--- src/rtl/uos_pkg.sv ---
`default_nettype none
// ----------------------------------------------------------------------------
// uos_pkg
// shared types, constants and helpers of the ultrasonic occupancy scanner
// ----------------------------------------------------------------------------
package uos_pkg;

    // sizing
    localparam int NUM_SENSORS = 4;
    localparam int DIST_BITS   = 16;
    localparam int SENSOR_W    = 4;
    localparam int SEL_W       = 2;
    localparam int TICK_W      = 24;
    localparam int PRE_W       = 8;
    localparam int CODE_W      = 2;
    localparam int DIST_OUT_W  = 16;
    localparam int THR_W       = 16;
    localparam int CFG_IDX_W   = 3;
    localparam int CFG_DATA_W  = 24;

    // scan phases
    localparam logic [2:0] PH_WAIT      = 3'd0;
    localparam logic [2:0] PH_TRIG_LOW  = 3'd1;
    localparam logic [2:0] PH_TRIG_HIGH = 3'd2;
    localparam logic [2:0] PH_CHECK     = 3'd3;
    localparam logic [2:0] PH_RISE      = 3'd4;
    localparam logic [2:0] PH_MEASURE   = 3'd5;

    // sensor status codes
    localparam logic [CODE_W-1:0] CODE_FREE  = 2'd0;
    localparam logic [CODE_W-1:0] CODE_OCC   = 2'd1;
    localparam logic [CODE_W-1:0] CODE_FAULT = 2'd2;

    // register indexes
    localparam logic [CFG_IDX_W-1:0] CFG_THRESHOLD = 3'd0;
    localparam logic [CFG_IDX_W-1:0] CFG_POLL      = 3'd1;
    localparam logic [CFG_IDX_W-1:0] CFG_TRIG_LOW  = 3'd2;
    localparam logic [CFG_IDX_W-1:0] CFG_TRIG_HIGH = 3'd3;
    localparam logic [CFG_IDX_W-1:0] CFG_TICKS_CM  = 3'd4;
    localparam logic [CFG_IDX_W-1:0] CFG_TIMEOUT   = 3'd5;

    // register reset values
    localparam logic [THR_W-1:0]  RST_THRESHOLD = 16'd20;
    localparam logic [TICK_W-1:0] RST_POLL      = 24'd5000000;
    localparam logic [PRE_W-1:0]  RST_TRIG_LOW  = 8'd4;
    localparam logic [PRE_W-1:0]  RST_TRIG_HIGH = 8'd10;
    localparam logic [PRE_W-1:0]  RST_TICKS_CM  = 8'd58;
    localparam logic [TICK_W-1:0] RST_TIMEOUT   = 24'd0;

    localparam logic [DIST_BITS-1:0] DIST_MAX = {DIST_BITS{1'b1}};
    localparam logic [TICK_W-1:0]    TICK_MAX = {TICK_W{1'b1}};

    typedef struct packed {
        logic [THR_W-1:0]  threshold_cm;
        logic [TICK_W-1:0] poll_interval_ticks;
        logic [PRE_W-1:0]  trigger_low_ticks;
        logic [PRE_W-1:0]  trigger_high_ticks;
        logic [PRE_W-1:0]  ticks_per_cm;
        logic [TICK_W-1:0] echo_timeout_ticks;
    } t_cfg;

    typedef struct packed {
        logic [SENSOR_W-1:0]             trigger_levels;
        logic                            distance_valid;
        logic [SEL_W-1:0]                measured_sensor;
        logic [DIST_OUT_W-1:0]           range_cm;
        logic                            report_valid;
        logic [SENSOR_W-1:0][CODE_W-1:0] codes;
    } t_result;

    // a zero count behaves as one
    function automatic logic [TICK_W-1:0] at_least_one(input logic [TICK_W-1:0] v);
        at_least_one = (v == '0) ? TICK_W'(1) : v;
    endfunction

endpackage
`default_nettype wire

--- src/rtl/ultrasonic_occupancy_scanner.sv ---
`default_nettype none
// ----------------------------------------------------------------------------
// ultrasonic_occupancy_scanner
// four-sensor ultrasonic ranger scanner with occupancy reporting
// ----------------------------------------------------------------------------
// Each input request is one microsecond tick carrying the four echo pin
// levels; each tick yields exactly one result request with the trigger pin
// drive, an optional finished distance and an optional occupancy report.
// Throughput is one tick per clock cycle unless stalled: the scan sequencer
// updates its state in the cycle the tick is accepted and the result lands
// in a single output register in the cycle after. The input side stalls
// only while that output register holds a result the consumer has not taken.
// Register writes through the cfg port take effect on the next tick.
// ----------------------------------------------------------------------------
module ultrasonic_occupancy_scanner (
    input  wire                                i_clk,
    input  wire                                i_rst_n,

    // configuration write port
    input  wire                                i_cfg_wr_en,
    input  wire  [uos_pkg::CFG_IDX_W-1:0]      i_cfg_index,
    input  wire  [uos_pkg::CFG_DATA_W-1:0]     i_cfg_data,

    // tick input channel
    input  wire                                i_in_valid,
    output logic                               o_in_ready,
    input  wire  [uos_pkg::SENSOR_W-1:0]       i_echo_levels,

    // result channel
    output logic                               o_out_valid,
    input  wire                                i_out_ready,
    output logic [uos_pkg::SENSOR_W-1:0]       o_trigger_levels,
    output logic                               o_distance_valid,
    output logic [uos_pkg::SEL_W-1:0]          o_measured_sensor,
    output logic [uos_pkg::DIST_OUT_W-1:0]     o_range_cm,
    output logic                               o_report_valid,
    output logic [uos_pkg::CODE_W-1:0]         o_code_sensor0,
    output logic [uos_pkg::CODE_W-1:0]         o_code_sensor1,
    output logic [uos_pkg::CODE_W-1:0]         o_code_sensor2,
    output logic [uos_pkg::CODE_W-1:0]         o_code_sensor3
);

    uos_pkg::t_cfg    cfg;
    uos_pkg::t_result core_result;
    uos_pkg::t_result out_result;
    logic             can_load;
    logic             step;

    // a tick is taken whenever the result register is free or draining
    assign o_in_ready = can_load;
    assign step       = i_in_valid && can_load;

    uos_cfg_regs u_cfg_regs (
        .i_clk       (i_clk),
        .i_rst_n     (i_rst_n),
        .i_cfg_wr_en (i_cfg_wr_en),
        .i_cfg_index (i_cfg_index),
        .i_cfg_data  (i_cfg_data),
        .o_cfg       (cfg)
    );

    // sequencer: wait, trigger low, trigger high, check, rise, measure
    uos_scan_core u_scan_core (
        .i_clk         (i_clk),
        .i_rst_n       (i_rst_n),
        .i_step        (step),
        .i_echo_levels (i_echo_levels),
        .i_cfg         (cfg),
        .o_result      (core_result)
    );

    // result register parts the tick side from the consumer
    uos_out_reg u_out_reg (
        .i_clk       (i_clk),
        .i_rst_n     (i_rst_n),
        .i_load      (step),
        .i_result    (core_result),
        .i_out_ready (i_out_ready),
        .o_out_valid (o_out_valid),
        .o_can_load  (can_load),
        .o_result    (out_result)
    );

    // unpack result fields onto their own ports
    assign o_trigger_levels  = out_result.trigger_levels;
    assign o_distance_valid  = out_result.distance_valid;
    assign o_measured_sensor = out_result.measured_sensor;
    assign o_range_cm        = out_result.range_cm;
    assign o_report_valid    = out_result.report_valid;
    assign o_code_sensor0    = out_result.codes[0];
    assign o_code_sensor1    = out_result.codes[1];
    assign o_code_sensor2    = out_result.codes[2];
    assign o_code_sensor3    = out_result.codes[3];

endmodule
`default_nettype wire

--- src/rtl/uos_cfg_regs.sv ---
`default_nettype none
// ----------------------------------------------------------------------------
// uos_cfg_regs
// configuration register bank, written through a plain write port
// ----------------------------------------------------------------------------
module uos_cfg_regs (
    input  wire                               i_clk,
    input  wire                               i_rst_n,
    input  wire                               i_cfg_wr_en,
    input  wire  [uos_pkg::CFG_IDX_W-1:0]     i_cfg_index,
    input  wire  [uos_pkg::CFG_DATA_W-1:0]    i_cfg_data,
    output uos_pkg::t_cfg                     o_cfg
);

    uos_pkg::t_cfg r_cfg;

    always_ff @(posedge i_clk) begin
        if (!i_rst_n) begin
            r_cfg.threshold_cm        <= uos_pkg::RST_THRESHOLD;
            r_cfg.poll_interval_ticks <= uos_pkg::RST_POLL;
            r_cfg.trigger_low_ticks   <= uos_pkg::RST_TRIG_LOW;
            r_cfg.trigger_high_ticks  <= uos_pkg::RST_TRIG_HIGH;
            r_cfg.ticks_per_cm        <= uos_pkg::RST_TICKS_CM;
            r_cfg.echo_timeout_ticks  <= uos_pkg::RST_TIMEOUT;
        end else if (i_cfg_wr_en) begin
            case (i_cfg_index)
                uos_pkg::CFG_THRESHOLD: begin
                    r_cfg.threshold_cm <= i_cfg_data[uos_pkg::THR_W-1:0];
                end
                uos_pkg::CFG_POLL: begin
                    r_cfg.poll_interval_ticks <= i_cfg_data[uos_pkg::TICK_W-1:0];
                end
                uos_pkg::CFG_TRIG_LOW: begin
                    r_cfg.trigger_low_ticks <= i_cfg_data[uos_pkg::PRE_W-1:0];
                end
                uos_pkg::CFG_TRIG_HIGH: begin
                    r_cfg.trigger_high_ticks <= i_cfg_data[uos_pkg::PRE_W-1:0];
                end
                uos_pkg::CFG_TICKS_CM: begin
                    r_cfg.ticks_per_cm <= i_cfg_data[uos_pkg::PRE_W-1:0];
                end
                uos_pkg::CFG_TIMEOUT: begin
                    r_cfg.echo_timeout_ticks <= i_cfg_data[uos_pkg::TICK_W-1:0];
                end
                default: begin
                    // unknown index, ignored
                end
            endcase
        end
    end

    assign o_cfg = r_cfg;

endmodule
`default_nettype wire

--- src/rtl/uos_scan_core.sv ---
`default_nettype none
// ----------------------------------------------------------------------------
// uos_scan_core
// per-tick scan sequencer: trigger timing, echo measurement, classification
// ----------------------------------------------------------------------------
module uos_scan_core (
    input  wire                               i_clk,
    input  wire                               i_rst_n,
    input  wire                               i_step,
    input  wire  [uos_pkg::SENSOR_W-1:0]      i_echo_levels,
    input  uos_pkg::t_cfg                     i_cfg,
    output uos_pkg::t_result                  o_result
);

    localparam int LAST_W = uos_pkg::SEL_W + 1;

    logic [2:0]                                        r_phase, n_phase;
    logic [uos_pkg::SEL_W-1:0]                         r_sel, n_sel;
    logic [uos_pkg::TICK_W-1:0]                        r_tick, n_tick;
    logic [uos_pkg::PRE_W-1:0]                         r_prescale, n_prescale;
    logic [uos_pkg::DIST_BITS-1:0]                     r_dist, n_dist;
    logic [uos_pkg::SENSOR_W-1:0][uos_pkg::CODE_W-1:0] r_new_codes, n_new_codes;
    logic [uos_pkg::SENSOR_W-1:0][uos_pkg::CODE_W-1:0] r_old_codes, n_old_codes;
    logic                                              r_first, n_first;

    logic                          echo;
    logic [uos_pkg::TICK_W-1:0]    tick_inc;
    logic [uos_pkg::TICK_W-1:0]    tick_sat;
    logic [uos_pkg::TICK_W-1:0]    tpc_min;
    logic                          fin;
    logic [uos_pkg::CODE_W-1:0]    fin_code;
    logic                          last_sensor;
    logic                          changed;
    uos_pkg::t_result              res;

    assign echo     = i_echo_levels[r_sel];
    assign tick_inc = r_tick + uos_pkg::TICK_W'(1);
    assign tick_sat = (r_tick < uos_pkg::TICK_MAX) ? tick_inc : r_tick;
    assign tpc_min  = uos_pkg::at_least_one(uos_pkg::TICK_W'(i_cfg.ticks_per_cm));
    assign last_sensor = (LAST_W'(r_sel) + LAST_W'(1)) >= LAST_W'(uos_pkg::NUM_SENSORS);

    always_comb begin
        n_phase     = r_phase;
        n_sel       = r_sel;
        n_tick      = r_tick;
        n_prescale  = r_prescale;
        n_dist      = r_dist;
        n_new_codes = r_new_codes;
        n_old_codes = r_old_codes;
        n_first     = r_first;
        fin         = 1'b0;
        fin_code    = uos_pkg::CODE_FAULT;
        changed     = 1'b0;
        res         = '0;

        case (r_phase)
            uos_pkg::PH_TRIG_LOW: begin
                n_tick = tick_inc;
                if (tick_inc >= uos_pkg::at_least_one(
                        uos_pkg::TICK_W'(i_cfg.trigger_low_ticks))) begin
                    n_tick  = '0;
                    n_phase = uos_pkg::PH_TRIG_HIGH;
                end
            end
            uos_pkg::PH_TRIG_HIGH: begin
                res.trigger_levels = uos_pkg::SENSOR_W'(1) << r_sel;
                n_tick = tick_inc;
                if (tick_inc >= uos_pkg::at_least_one(
                        uos_pkg::TICK_W'(i_cfg.trigger_high_ticks))) begin
                    n_tick  = '0;
                    n_phase = uos_pkg::PH_CHECK;
                end
            end
            uos_pkg::PH_CHECK: begin
                if (echo) begin
                    fin = 1'b1;
                end else begin
                    n_tick  = '0;
                    n_phase = uos_pkg::PH_RISE;
                end
            end
            uos_pkg::PH_RISE, uos_pkg::PH_MEASURE: begin
                n_tick = tick_sat;
                if ((i_cfg.echo_timeout_ticks != '0) &&
                    (tick_sat > i_cfg.echo_timeout_ticks)) begin
                    fin = 1'b1;
                end else if (r_phase == uos_pkg::PH_RISE) begin
                    if (echo) begin
                        // first echo tick counts from a cleared prescaler
                        n_phase = uos_pkg::PH_MEASURE;
                        if (uos_pkg::TICK_W'(1) >= tpc_min) begin
                            n_prescale = '0;
                            n_dist     = uos_pkg::DIST_BITS'(1);
                        end else begin
                            n_prescale = uos_pkg::PRE_W'(1);
                            n_dist     = '0;
                        end
                    end
                end else if (echo) begin
                    n_prescale = r_prescale + uos_pkg::PRE_W'(1);
                    if (uos_pkg::TICK_W'(n_prescale) >= tpc_min) begin
                        n_prescale = '0;
                        if (r_dist < uos_pkg::DIST_MAX) begin
                            n_dist = r_dist + uos_pkg::DIST_BITS'(1);
                        end
                    end
                end else begin
                    res.distance_valid  = 1'b1;
                    res.measured_sensor = r_sel;
                    res.range_cm        = uos_pkg::DIST_OUT_W'(r_dist);
                    fin      = 1'b1;
                    fin_code = (uos_pkg::THR_W'(r_dist) <= i_cfg.threshold_cm) ?
                               uos_pkg::CODE_OCC : uos_pkg::CODE_FREE;
                end
            end
            default: begin
                n_phase = uos_pkg::PH_WAIT;
                n_tick  = tick_inc;
                if (tick_inc >= uos_pkg::at_least_one(i_cfg.poll_interval_ticks)) begin
                    n_tick  = '0;
                    n_sel   = '0;
                    n_phase = uos_pkg::PH_TRIG_LOW;
                end
            end
        endcase

        // sensor done: record code, advance or close the scan
        if (fin) begin
            n_new_codes[r_sel] = fin_code;
            n_tick = '0;
            if (last_sensor) begin
                for (int i = 0; i < uos_pkg::NUM_SENSORS; i++) begin
                    if (n_new_codes[i] != r_old_codes[i]) begin
                        changed = 1'b1;
                    end
                end
                n_old_codes = n_new_codes;
                n_first     = 1'b0;
                n_sel       = '0;
                n_phase     = uos_pkg::PH_WAIT;
                res.report_valid = changed || r_first;
                if (changed || r_first) begin
                    for (int i = 0; i < uos_pkg::NUM_SENSORS; i++) begin
                        res.codes[i] = n_new_codes[i];
                    end
                end
            end else begin
                n_sel   = r_sel + uos_pkg::SEL_W'(1);
                n_phase = uos_pkg::PH_TRIG_LOW;
            end
        end
    end

    always_ff @(posedge i_clk) begin
        if (!i_rst_n) begin
            r_phase     <= uos_pkg::PH_WAIT;
            r_sel       <= '0;
            r_tick      <= '0;
            r_prescale  <= '0;
            r_dist      <= '0;
            r_new_codes <= '0;
            r_old_codes <= '0;
            r_first     <= 1'b1;
        end else if (i_step) begin
            r_phase     <= n_phase;
            r_sel       <= n_sel;
            r_tick      <= n_tick;
            r_prescale  <= n_prescale;
            r_dist      <= n_dist;
            r_new_codes <= n_new_codes;
            r_old_codes <= n_old_codes;
            r_first     <= n_first;
        end
    end

    assign o_result = res;

endmodule
`default_nettype wire

--- src/rtl/uos_out_reg.sv ---
`default_nettype none
// ----------------------------------------------------------------------------
// uos_out_reg
// result register with valid/ready, accepts a new result while one is taken
// ----------------------------------------------------------------------------
module uos_out_reg (
    input  wire                    i_clk,
    input  wire                    i_rst_n,
    input  wire                    i_load,
    input  uos_pkg::t_result       i_result,
    input  wire                    i_out_ready,
    output logic                   o_out_valid,
    output logic                   o_can_load,
    output uos_pkg::t_result       o_result
);

    logic             r_valid;
    uos_pkg::t_result r_result;

    assign o_can_load = !r_valid || i_out_ready;

    always_ff @(posedge i_clk) begin
        if (!i_rst_n) begin
            r_valid <= 1'b0;
        end else if (i_load) begin
            r_valid <= 1'b1;
        end else if (i_out_ready) begin
            r_valid <= 1'b0;
        end
    end

    always_ff @(posedge i_clk) begin
        if (i_load) begin
            r_result <= i_result;
        end
    end

    assign o_out_valid = r_valid;
    assign o_result    = r_result;

endmodule
`default_nettype wire

--- config.mk ---
export PLATFORM = sky130hd
export DESIGN_NAME = ultrasonic_occupancy_scanner
export DESIGN_NICKNAME = d
export VERILOG_FILES = /design/src/rtl/uos_pkg.sv /design/src/rtl/ultrasonic_occupancy_scanner.sv /design/src/rtl/uos_cfg_regs.sv /design/src/rtl/uos_scan_core.sv /design/src/rtl/uos_out_reg.sv
export SDC_FILE = /design/constraint.sdc
export NUM_CORES = 1
export LEC_CHECK = 0
export ABC_CLOCK_PERIOD_IN_PS = 5500
export BUFFER_PORTS_ARGS = -buffer_cell sky130_fd_sc_hd__clkbuf_2
export CORE_UTILIZATION = 40
export CTS_BUF_LIST = sky130_fd_sc_hd__clkbuf_8
export DETAILED_ROUTE_END_ITERATION = 7
export PLACE_DENSITY = 0.6
export SYNTH_ARGS = -nofsm -noshare
export SYNTH_HDL_FRONTEND = slang
export SYNTH_SLANG_ARGS = --single-unit
--- constraint.sdc ---
create_clock -name i_clk -period 5.5 [get_ports i_clk]
set_input_delay 0.825 -clock i_clk [delete_from_list [all_inputs] [get_ports i_clk]]
set_output_delay 0.825 -clock i_clk [all_outputs]
set_load 0.02 [all_outputs]
==> reports/metrics.cfg <==
[place]
io_buffer_count = 69
dp_cells = 1721
dp_hpwl_um = 21600
placed_area_um2 = 11700
place_congestion = 0.898

[pwr]
p_leak_nw = 4.94
ir_drop_uv = 108
p_int_mw = 2.00
power_frac_comb_pct = 7.9
p_switching_mw = 0.731
seqPwrFrac_pct = 53.6
clock_power_share_pct = 38.5
swShare_pct = 26.8
power_density_nw_per_um2 = 225

[sta]
grt_setup_unrepaired = no
finalCritPeriodShare_pct = 91.8
timing.setup.tns_ns = 0
setup_viol = 0
fmax_mhz = 198
worst_pin_slew_ns = 1.11
holdWs_ns = 0.460
hold_viol_final = 0
layout_min_cycle_time_ns = 5.05
fin_skew_ns = 0.0108
slew_headroom_pct = 25.3
maxSlewViolCount = 0

[clock_network]
clkSinkCount = 191
cts_buffers = 17
hold_buffers = 0
path_clk_slew_ns = 0.11
cts_tree = done
clk_latency_ns = 0.48
cts_setup_buffers = 0
clockBufferDepth = 2
htreeDepth = 4
cts-root-buf = clkbuf_8

[job]
drv_cap = 0

[synthesis]
synth_top_cells_by_area = dfxtp_1 29%, ha_1 11%, edfxtp_1 8.7%
async_flop_share_pct = 0
synth_area_per_cell_um2 = 8.13
synth_flop_cell = dfxtp_1
synth_top_area_share_pct = 28.9
synth_cell_types = 84
syn_inst = 1355
yosysTopAreaCell = dfxtp_1
synth_most_common_cell = nand2_1
yosysSeqAreaShare_pct = 37.6
synthesis.yosys.warnings = 0
synthTopCellsByCount = 247 x nand2_1, 159 x dfxtp_1, 139 x a21oi_1
synth-edff-count = 32
yosys_register_bits = 191
synth_fp_nets = 1486
syn-cell-area_um2 = 11000

[drt]
viasPerCell = 5.39
wirelength_um = 28900
wl_per_cell_um = 16.5
detail-route-antenna-nets = 0
via_count = 9451
drtPass1Iterations = 5
drtIter0Drc = 521
drc = 0

[die]
fp.dieW_um = 168
row_count = 60
start_util_pct = 40.9
fp.dieH_um = 168
ios = 70
core_area_um2 = 27000
die-area_um2 = 28200

[global_route]
grt_overflow_total = 0
grt_pass1_wl_um = 47100
grt_start_max_net_pins = 75
track_usage_pct = 21.0
antenna_found_initial = 0
first_global_vias = 8908

[setup_path]
cp_cell_sequence = ha_1 > nand3_1 > nor3_1 > nand3_1 > nor2_1 > xor2_1 > nand2b_1 > ha_1 > nand4_1 > nor4_1 > nor3b_1 > o21ai_0 > o31a_1 > mux2_2 > a311o_1 > o211ai_2 > nor2_1
path_class = reg -> reg
critPathMaxFanout = 11
cp.required_ns = 5.73
critPathMaxStageDelay_ns = 0.52
end_kind = register
arrival_ns = 5.28
slowest_stage = nor4_1
crit_path_start_kind = register

[final_layout]
final_area_um2 = 12100
nets = 1530
final_cell_count_no_fill = 1753
area_growth_syn_to_layout_pct = 9.93
diodes = 0
drive_gt1_share_pct = 11.0
n_fill_cell = 2691

[status]
status = finished, final reports clean

[min_path]
hold_class = reg -> reg

critical path, delay by kind of cell, from the launching register on:
kind / cells / cell delay (ns)
mux: 1 / 0.26
compound gates: 4 / 1.05
simple gates: 9 / 2.23
fa+ha+maj: 2 / 0.43
xor+xnor: 1 / 0.32
flops: 1 / 0.50
worst paths after layout:
kind | cells past startpoint | from | endpoint | slack, ns
worst max-delay path | 17 | u_scan_core.r_tick[0] | u_out_reg.o_result[4] | 0.45
worst min-delay path | 2 | u_cfg_regs.o_cfg[40] | u_cfg_regs.o_cfg[40] | 0.46
worst max register to register | 17 | u_scan_core.r_tick[0] | u_out_reg.o_result[4] | 0.45
worst min register to register | 2 | u_cfg_regs.o_cfg[40] | u_cfg_regs.o_cfg[40] | 0.46
stage by stage:
stage	power, mW	util [%]	setup slack, ns
CTS	2.75	44.9	0.357
finish	2.73	44.9	0.449
floorplan	1.63	-	0.996
global route	2.83	44.9	0.147
detailed placement	1.71	43.2	0.410
global placement	1.71	43.2	0.578
power by group through the flow:
stage	sequential, mW	clock, mW	combinational [mW]
2_1_floorplan	1.51	0	0.119
3_3_place_gp	1.50	0	0.210
4_1_cts	1.46	1.08	0.214
5_1_grt	1.47	1.13	0.237
6_report	1.46	1.05	0.215
3_5_place_dp	1.50	0	0.213
sequential cells by signal (all words and copies together), names as in the netlist:
register	count
u_cfg_regs.o_cfg	88
u_out_reg.o_result	32
u_scan_core.r_tick	24
u_scan_core.r_dist	16
u_scan_core.r_new_codes	8
u_scan_core.r_old_codes	8
u_scan_core.r_prescale	8
u_scan_core.r_phase	3
u_scan_core.r_sel	2
u_out_reg.o_out_valid	1
u_scan_core.r_first	1
layout make-up:
class | instances | area, µm² | share of cell area, %
Clock inverter | 14 | 200 | 1.65
Clock buffer | 18 | 248 | 2.05
Inverter | 121 | 454 | 3.75
Timing Repair Buffer | 82 | 443 | 3.66
Tap cell | 341 | 427 | 3.52
Multi-Input combinational cell | 986 | 6190 | 51.1
Sequential cell | 191 | 4150 | 34.2
logic make-up after synthesis:
group / share of synthesized area (%)
xor+xnor: 4.28
simple gates: 23.3
flops: 37.6
compound gates: 15.9
buf+inv: 6.32
fa+ha+maj: 10.8
mux: 1.77
layout by cell type (no fill, tap or decap), drive strengths merged, types with 10 or more instances in the layout:
| cell | count |
|---|---|
| nor3 | 34 |
| nor2b | 24 |
| a21oi | 140 |
| and3 | 11 |
| nor4 | 27 |
| nand2 | 247 |
| edfxtp | 32 |
| nand3 | 41 |
| o21ai | 33 |
| ha | 95 |
| xor2 | 12 |
| buf | 13 |
| a22o | 10 |
| dfxtp | 159 |
| mux2i | 15 |
| xnor2 | 41 |
| nand2b | 20 |
| inv | 129 |
| clkbuf | 87 |
| o211ai | 31 |
| nor2 | 77 |
| nand4 | 26 |
metal layers:
| layer | wire length [µm] | vias to the layer above | share of wire [%] | GRT usage (%) |
|---|---|---|---|---|
| met4 | 448 | 0 | 1.6 | 5.58 |
| li1 | - | 4796 | - | - |
| met2 | 12800 | 209 | 44 | 33.3 |
| met5 | 0 | - | 0 | 0 |
| met3 | 1440 | 26 | 5.0 | 3.46 |
| met1 | 14100 | 4420 | 49 | 29.4 |
what timing repair did:
item	4_1_cts	5_1_grt
endpoints found under the hold margin	0	0
setup endpoints to repair	0	3
resized for setup	0	1
No activity file was read; power rests on OpenSTA's default activity.
